--- src/rtl/gn_pkg.sv ---
`default_nettype none
// ----------------------------------------------------------------------------
// gn_pkg: shared types and constants of the gradient noise block
// Item codes, table geometry and the record passed from front to back.
// ----------------------------------------------------------------------------
package gn_pkg;

   // table geometry: indices wrap modulo the table size
   localparam int TABLE_SIZE    = 256;
   localparam int IDX_W         = $clog2(TABLE_SIZE);
   localparam int COORD_OFFSET  = 4096;
   localparam int QUEUE_DEPTH   = 4;

   // datapath widths
   localparam int LERP_W        = 22;
   localparam int OUT_W         = 18;
   localparam int OUT_MAX       = 131071;
   localparam int OUT_MIN       = -131072;

   typedef enum logic [1:0] {
      FUNC_WR_PERM = 2'd0,
      FUNC_WR_GRAD = 2'd1,
      FUNC_EVAL_1D = 2'd2,
      FUNC_EVAL_2D = 2'd3
   } func_type;

   // classified and split item
   typedef struct packed {
      func_type          func;
      logic [IDX_W-1:0]  bx0;
      logic [IDX_W-1:0]  bx1;
      logic [15:0]       rx;
      logic [IDX_W-1:0]  by0;
      logic [IDX_W-1:0]  by1;
      logic [15:0]       ry;
      logic [IDX_W-1:0]  idx;
      logic [15:0]       va;
      logic [15:0]       vb;
      logic [15:0]       vc;
   } item_type;

endpackage
`default_nettype wire

--- src/rtl/gn_front.sv ---
`default_nettype none
// ----------------------------------------------------------------------------
// gn_front: input classification and coordinate split
// Offsets each coordinate and splits it into lattice cell and fraction.
// ----------------------------------------------------------------------------
module gn_front #(
   parameter int COORD_OFFSET = gn_pkg::COORD_OFFSET
) (
   input  wire logic [1:0]            req_func,
   input  wire logic signed [31:0]    req_coord_x,
   input  wire logic signed [31:0]    req_coord_y,
   input  wire logic [7:0]            req_table_index,
   input  wire logic signed [15:0]    req_table_value_a,
   input  wire logic signed [15:0]    req_table_value_b,
   input  wire logic signed [15:0]    req_table_value_c,
   output gn_pkg::item_type           item
);

   localparam logic signed [33:0] OFFSET_Q16 = 34'(COORD_OFFSET) <<< 16;

   logic signed [33:0] tx;
   logic signed [33:0] ty;

   // offset coordinates; floor cell is the arithmetic upper part
   always_comb begin
      tx = 34'(req_coord_x) + OFFSET_Q16;
      ty = 34'(req_coord_y) + OFFSET_Q16;
      item.func = gn_pkg::func_type'(req_func);
      item.bx0  = tx[16 +: gn_pkg::IDX_W];
      item.bx1  = tx[16 +: gn_pkg::IDX_W] + gn_pkg::IDX_W'(1);
      item.rx   = tx[15:0];
      item.by0  = ty[16 +: gn_pkg::IDX_W];
      item.by1  = ty[16 +: gn_pkg::IDX_W] + gn_pkg::IDX_W'(1);
      item.ry   = ty[15:0];
      item.idx  = gn_pkg::IDX_W'(req_table_index);
      item.va   = req_table_value_a;
      item.vb   = req_table_value_b;
      item.vc   = req_table_value_c;
   end

endmodule
`default_nettype wire

--- config.mk ---
export PLATFORM = sky130hd
export DESIGN_NAME = gn_front
export DESIGN_NICKNAME = d
export VERILOG_FILES = /design/src/rtl/gn_pkg.sv /design/src/rtl/gn_front.sv
export SDC_FILE = /design/constraint.sdc
export NUM_CORES = 1
export LEC_CHECK = 0
export ABC_CLOCK_PERIOD_IN_PS = 800
export BUFFER_PORTS_ARGS = -buffer_cell sky130_fd_sc_hd__buf_2
export CORE_AREA = 2 2 96 98
export DETAILED_ROUTE_END_ITERATION = 10
export DIE_AREA = 0 0 98 100
export GPL_ROUTABILITY_DRIVEN = 0
export GPL_TIMING_DRIVEN = 0
export SYNTH_ARGS = -nofsm -noshare
export SYNTH_HDL_FRONTEND = slang
export SYNTH_SLANG_ARGS = --single-unit
--- constraint.sdc ---
create_clock -name vclk -period 0.8
set_input_delay 0.04 -clock vclk [all_inputs]
set_output_delay 0.04 -clock vclk [all_outputs]
set_load 0.1 [all_outputs]
==> results_dict.tcl <==
set metrics [dict create \
    antenna_cells 0 \
    outcome "finished with violations" \
    wl_mm 3.97 \
    grt-ovfl-total 0 \
    ir_drop_v 0.00106 \
    critPathTopFamily "simple AND/OR/NAND/NOR gates" \
    worst_ep_arrival_time_ps 840 \
    finalCritPeriodShare_pct 110 \
    num_io_pins 244 \
    grtUsageTotal_pct 6.80 \
    viasPerCell 3.21 \
    cp-startpoint "req_coord_x[20]" \
    syn-num-nets 260 \
    seq_cells 0 \
    critPathMaxStageDelay_ps 230 \
    cp.depth 5 \
    io_buffer_count 138 \
    path_buf_inv 2 \
    vias 1271 \
    drc 0 \
    synth_top_area_share_pct 78.1 \
    clock_buffer_count 0 \
    cp_max_fo 3 \
    path_cells "buf_8, and3_4, nand3_4, xnor2_4, buf_12" \
    fin_ws_ps -77.2 \
    initial_core_util_pct 11.5 \
    die_x_um 98 \
    multi_input_area_sq_um 601 \
    synth_largest_area_cell "buf_4" \
    cellLeakagePower_nw 1.41 \
    setup-tns-final_ps -407 \
    yosysMostFrequentCell "buf_4" \
    violations "negative setup slack" \
    rows 35 \
    crit_path_end "item[111]" \
    ys_warn_count 0 \
    fin_area_sq_um 2670 \
    drt_pass1_iterations 2 \
    fmax_mhz 1140 \
    grt_max_degree 7 \
    placed_area_sq_um 2210 \
    synth_area_leaders "buf_4 78%, xnor2_1 8.6%, nand3_1 4.9%, ha_1 2.5%, and3_4 2.2%" \
    rsz0062_at_grt "true" \
    syn_inst 136 \
    core-area_sq_um 8890 \
    ant_nets 0 \
    hp-class "in -> out" \
    netlist_area_sq_um 1020 \
    finalHoldViolations 0 \
    ys_seq_area_share_pct 0 \
    critical_path_required_ps 760 \
    endpoint_kind "output pin" \
    holdBufCountCts 0 \
    wl_per_cell_um 10.0 \
    synthTopCellsByCount "106 x buf_4, 10 x nand3_1, 10 x xnor2_1" \
    grt_pass1_vias 1150 \
    tightest_slew_ps 510 \
    critPathSlowestCell "and3_4" \
    path_class "in -> out" \
    die_h_um 100 \
    layout-drive-gt1-share_pct 99.3 \
    grt_pass1_wl_mm 5.53 \
    drtIter0Drc 4 \
    post-route-min-period_ps 877 \
    slew_headroom_pct 66.2 \
    synth_cell_type_count 8 \
    max_cap_violations 0 \
    syn-mean-instance-area_sq_um 7.49 \
    dp_hpwl_mm 3.42 \
    ff_latch_area_sq_um 0 \
    pwr_density_cell_nw_per_um2 1460 \
    grt_antenna_before_repair 0 \
    setup_viol 9 \
    die_area_sq_um 9800 \
    slew_violations 0 \
    area_growth_pct 162 \
    startpoint_type "primary input" \
    nNetsFinal 411 \
    layout.filler_cells 905 \
]
where the power goes:
part / switching [mW] / internal, mW / total (mW)
registers: 0 / 0 / 0
logic: 2.92 / 0.970 / 3.89
clock network: 0 / 0 / 0
total: 2.92 / 0.970 / 3.89
cell usage in the layout, fill, tap and decap left out, drive strengths merged:
cell    synthesis  layout
nand3          10      10
xnor2          10      10
buf           106     253
inv             2       2
clkbuf          0       2
ha              2       2
and3            4       4
xor2            2       2
worst min-delay path, stage by stage:
cell	delay, ps
buf_6	100
xnor2_4	80
buf_12	160
worst min-delay path by stage:
stage	cells after the start	slack, ps	start	end
floorplan	1	280	req_coord_x[19]	item[107]
global placement	2	460	req_coord_y[7]	item[63]
detailed placement	2	460	req_table_value_c[15]	item[15]
CTS	3	430	req_coord_x[20]	item[108]
global route	3	430	req_coord_x[22]	item[110]
finish	3	420	req_coord_x[22]	item[110]
final cells by class:
class                      count  area share [%]
timing repair buffer         149            42.2
tap                          111            5.21
multi-input combinational     28            22.5
inverter                       2           0.281
buffer                       106            29.8
logic make-up (layout without fill, tap and decap cells):
logic type	after synthesis	after routing	share of synthesized area, %
XOR/XNOR	12	12	10.3
buffers and inverters	108	257	78.9
AND/OR/NAND/NOR	14	14	8.35
adder cells (fa/ha/maj)	2	2	2.46
per-stage QoR:
step           cells  utilization (%)  power (mW)  worst slack (ps)  hold slack (ps)
2_1_floorplan    136                -        3.17              -214              281
3_3_place_gp     385             24.8        3.58              -478              464
3_5_place_dp     385             24.8        3.59              -512              464
4_1_cts          390             28.9        3.84              -102              430
5_1_grt          396             30.0        3.99              -109              431
6_report         396             30.0        3.89             -77.2              417
what timing repair did:
item	CTS	global route
pin swaps	17	6
endpoints found under the setup margin	22	11
resized for setup	85	12
setup buffers	5	6
per-layer routing:
layer  global-route usage (%)  wire length (um)  up-vias
met4                        0                 0        0
li1                         -                 -      619
met5                        0                 0        -
met2                     15.8              2510      110
met1                     6.71              1080      542
met3                    0.487               379        0
Power figures use the tool's default switching activity.
