--- config.mk ---
export PLATFORM = sky130hd
export DESIGN_NAME = gn_queue
export DESIGN_NICKNAME = d
export VERILOG_FILES = /design/src/rtl/gn_pkg.sv /design/src/rtl/gn_queue.sv
export SDC_FILE = /design/constraint.sdc
export NUM_CORES = 1
export LEC_CHECK = 0
export ABC_AREA = 1
export BUFFER_PORTS_ARGS = -buffer_cell sky130_fd_sc_hd__buf_2
export CORE_UTILIZATION = 35
export CTS_CLUSTER_DIAMETER = 60
export DETAILED_ROUTE_END_ITERATION = 10
export PLACE_DENSITY_LB_ADDON = 0.08
export SYNTH_ARGS = -nofsm -noshare
export SYNTH_HDL_FRONTEND = slang
export SYNTH_SLANG_ARGS = --single-unit
--- constraint.sdc ---
create_clock -name clock -period 4.9 [get_ports clock]
set_clock_uncertainty 0.15 [all_clocks]
set_input_delay 0.245 -clock clock [delete_from_list [all_inputs] [get_ports clock]]
set_output_delay 0.245 -clock clock [all_outputs]
set_load 0.05 [all_outputs]
--- src/rtl/gn_pkg.sv ---
`default_nettype none
// ----------------------------------------------------------------------------
// gn_pkg: shared types and constants of the gradient noise block
// Item codes, table geometry and the record passed from front to back.
// ----------------------------------------------------------------------------
package gn_pkg;

   // table geometry: indices wrap modulo the table size
   localparam int TABLE_SIZE    = 256;
   localparam int IDX_W         = $clog2(TABLE_SIZE);
   localparam int COORD_OFFSET  = 4096;
   localparam int QUEUE_DEPTH   = 4;

   // datapath widths
   localparam int LERP_W        = 22;
   localparam int OUT_W         = 18;
   localparam int OUT_MAX       = 131071;
   localparam int OUT_MIN       = -131072;

   typedef enum logic [1:0] {
      FUNC_WR_PERM = 2'd0,
      FUNC_WR_GRAD = 2'd1,
      FUNC_EVAL_1D = 2'd2,
      FUNC_EVAL_2D = 2'd3
   } func_type;

   // classified and split item
   typedef struct packed {
      func_type          func;
      logic [IDX_W-1:0]  bx0;
      logic [IDX_W-1:0]  bx1;
      logic [15:0]       rx;
      logic [IDX_W-1:0]  by0;
      logic [IDX_W-1:0]  by1;
      logic [15:0]       ry;
      logic [IDX_W-1:0]  idx;
      logic [15:0]       va;
      logic [15:0]       vb;
      logic [15:0]       vc;
   } item_type;

endpackage
`default_nettype wire

--- src/rtl/gn_queue.sv ---
`default_nettype none
// ----------------------------------------------------------------------------
// gn_queue: short item queue between front and back
// Lets the input side keep accepting while the back end stalls.
// ----------------------------------------------------------------------------
module gn_queue (
   input  wire logic              clock,
   input  wire logic              reset,
   input  wire logic              push,
   input  wire gn_pkg::item_type  push_item,
   output logic                   full,
   input  wire logic              pop,
   output gn_pkg::item_type       pop_item,
   output logic                   empty
);

   localparam int PTR_W = $clog2(gn_pkg::QUEUE_DEPTH);

   gn_pkg::item_type   slot_ff [gn_pkg::QUEUE_DEPTH];
   logic [PTR_W-1:0]   wr_ptr_ff, wr_ptr_in;
   logic [PTR_W-1:0]   rd_ptr_ff, rd_ptr_in;
   logic [PTR_W:0]     count_ff, count_in;

   // advance pointers and count
   always_comb begin
      wr_ptr_in = push ? wr_ptr_ff + PTR_W'(1) : wr_ptr_ff;
      rd_ptr_in = pop  ? rd_ptr_ff + PTR_W'(1) : rd_ptr_ff;
      count_in  = count_ff + (PTR_W+1)'(push) - (PTR_W+1)'(pop);
   end

   always_ff @(posedge clock) begin
      if (reset) begin
         wr_ptr_ff <= '0;
         rd_ptr_ff <= '0;
         count_ff  <= '0;
      end else begin
         wr_ptr_ff <= wr_ptr_in;
         rd_ptr_ff <= rd_ptr_in;
         count_ff  <= count_in;
      end
   end

   // store the beat
   always_ff @(posedge clock) begin
      if (push) begin
         slot_ff[wr_ptr_ff] <= push_item;
      end
   end

   assign pop_item = slot_ff[rd_ptr_ff];
   assign full     = (count_ff == (PTR_W+1)'(gn_pkg::QUEUE_DEPTH));
   assign empty    = (count_ff == '0);

endmodule
`default_nettype wire

==> results by group <==
Placement
  • DP HPWL: 23350 microns
  • Placed cells: 2412
  • Routability cong.: 0.6905
  • PortBufs: 249
  • Area post-placement: 21480 sq um

Floorplan
  • Core area: 55090 sq um
  • Number of core rows: 86
  • Die Wd: 238.0 microns
  • Initial core utilization: 35.39%
  • Die ar.: 56650 sq um
  • IO Count: 250
  • Die Ht: 238.0 microns

STA
  • Fmax: 338.7 MHz
  • Final-report hold violation count: 0
  • Slew headroom: 35.74%
  • Slew @ Worst Pin: 0.9639 ns
  • Setup TNS: 0 ns
  • Tmin final: 2.952 ns
  • RSZ-0062 raised after global routing: no
  • Max Slew Vio Count: 0
  • Final clock period utilization by the worst path: 60.25%
  • Setup-failing EPs final: 0

Clock network
  • Cts bufs inserted: 55
  • Post-CTS resize count: 0
  • Clock transition at the registers of the reported paths: 0.06 ns
  • Hold Buf Count CTS: 125
  • H-tree levels: 2
  • Max clock buf depth: 3
  • Clk root buf: clkbuf_16
  • CTS sink cnt: 497
  • CTS tree: built
  • Postcts setup bufs: 0
  • Clock latency on the worst-skew pair: 0.58 ns

Setup path
  • CP max FO: 72
  • WP data arrival: 2.56 ns
  • Data required, critical path: 4.51 ns
  • Worst setup SP type: register
  • Crit path cell chain: buf_4 > o211ai_1 > nand2_1 > buf_2
  • Worst path max stage delay: 0.93 ns
  • Critical-path top delay cell: dfxtp_4
  • R2R Setup Slk: 2.54 ns
  • Setup Crit Path Kind: register to primary output
  • CP endpoint kind: primary output

Finish
  • Register area: 14840 sq um
  • Fillers: 5177
  • Area of the multi-input gates: 3253 sq um
  • Layout cells sized above 1: 17.87%
  • Area Overhead vs Synth: 25.16%
  • Final Cell Area: 24400 sq um
  • Final-stage net count: 1979
  • Fin cells: 2635

Drt
  • Via count: 11700
  • Drt first pass iters: 4
  • DR iter-0 viols: 481
  • WL final: 41820 microns
  • DR vias/cell: 4.439
  • Number of remaining DRC errors: 0
  • WL/cell: 15.87 microns
  • Antenna Violating Nets Remaining: 0

Power and ir drop
  • PD cells: 416.2 nW/um^2
  • Maximum vdd drop: 0.2667 mV
  • Static Leak: 9.406 nW

Yosys
  • Synth Net Count: 1612
  • Synth warnings: 0
  • Yosys cell types: 17
  • Synth area leaders: edfxtp_1 75%, inv_1 5.0%, nand2_1 4.9%
  • Synth Instances: 1479
  • Post-synth top area cell: edfxtp_1
  • Cell Area, Synth: 19490 sq um
  • FF+latch count, synth: 497
  • Post-synthesis sequential area ratio: 76.09%
  • Synthesized area per cell: 13.18 sq um
  • Synth top area share: 75.17%

Job
  • Max Cap Viol: 0

Global routing
  • Total track usage: 14.64%
  • Initial antenna violation count: 2
  • Vias in the first global route: 11540
  • Largest net degree at the start of global routing: 138
  • First-pass GRT wire length: 64410 microns
  • Global route overflow: 0

Hold path
  • Hold WC Path Type: primary input to register

Run status
  • Status: completed
[per-stage QoR]
stage               hold slack [ns]  setup slack, ns  power, W  utilization, %
CTS                          0.1880            1.846   0.01032           44.28
global placement             0.2899            2.466  0.006324           38.99
finish                       0.2286            1.948   0.01016           44.29
detailed placement           0.2948            2.454  0.006337           38.99
floorplan                    0.1662            1.336  0.005947               -
global route                 0.2273            1.710   0.01056           44.29
[registers in the layout, indices dropped and copies added (netlist names), named ones only]
signal / cells
wr_ptr_ff: 2
count_ff: 3
rd_ptr_ff: 2
slot_ff: 488
[synth_stat cells (all sizes together)]
master / number
dfxtp: 9
edfxtp: 488
ha: 6
o21ai: 126
clkbuf: 5
a21oi: 128
nand3: 1
fa: 1
nor3: 1
o211ai: 122
nand2: 252
buf: 76
inv: 260
nor2: 4
[layout make-up]
type                       count  share of cell area [%]
clock buffer                  74                   6.107
inverter                     260                   4.102
tap                          748                   3.836
multi-input combinational    641                   13.33
timing repair buffer         391                   11.07
antenna                        1                 0.01026
sequential                   497                   60.83
clock inverter                23                  0.7179
[worst max-delay path: cells and delay by family (launching register included)]
kind / cells / cell delay [ns]
AOI/OAI and AO/OA: 1 / 0.14
buffers and inverters: 2 / 0.76
DFF: 1 / 0.93
and+or+nand+nor: 1 / 0.10
[power breakdown]
| group | internal [W] | leakage [nW] | switching, W |
|---|---|---|---|
| combinational | 0.000346 | 4.04 | 0.00103 |
| sequential | 0.00487 | 4.56 | 0.0000618 |
| clock | 0.00227 | 0.809 | 0.00159 |
[path summary, 6_finish.rpt]
kind	cells past startpoint	to	start
worst max-delay path	4	pop_item[71]	register
worst min-delay path	3	count_ff[1]	reset
worst min register to register	2	register	rd_ptr_ff[1]
worst max register to register	5	slot_ff[2][33]	wr_ptr_ff[0]
[cells by family (layout without fill, tap and decap cells)]
kind of cell               count (synthesis)  after routing  share of synthesized area (%)
AOI/OAI and AO/OA                        376            376                          11.22
buffers and inverters                    341            748                          7.220
and+or+nand+nor                          258            258                          4.980
adders and majority gates                  7              7                         0.4878
other                                      0              1                              0
DFF                                      497            497                          76.09
[layer usage]
layer | vias to the layer above | share of wire, % | routed length, microns | track usage (%)
li1 | 5903 | - | - | -
met1 | 5541 | 46 | 19160 | 19.29
met2 | 196 | 47 | 19700 | 23.91
met3 | 56 | 5.2 | 2192 | 3.702
met4 | 2 | 1.8 | 750 | 4.176
met5 | - | 0.024 | 10 | 0
[placed cells by master, fill, tap and decap left out, drive strengths merged]
cell type and instances:
buf 266, diode 1, nand2 252, nor2 4, inv 261, nand3 1
clkinv 19, a21oi 128, ha 6, dfxtp 9, dlygate4sd3 125, bufinv 3
edfxtp 488, o211ai 122, fa 1, nor3 1, o21ai 126, clkbuf 74
Power figures use the tool's default switching activity.
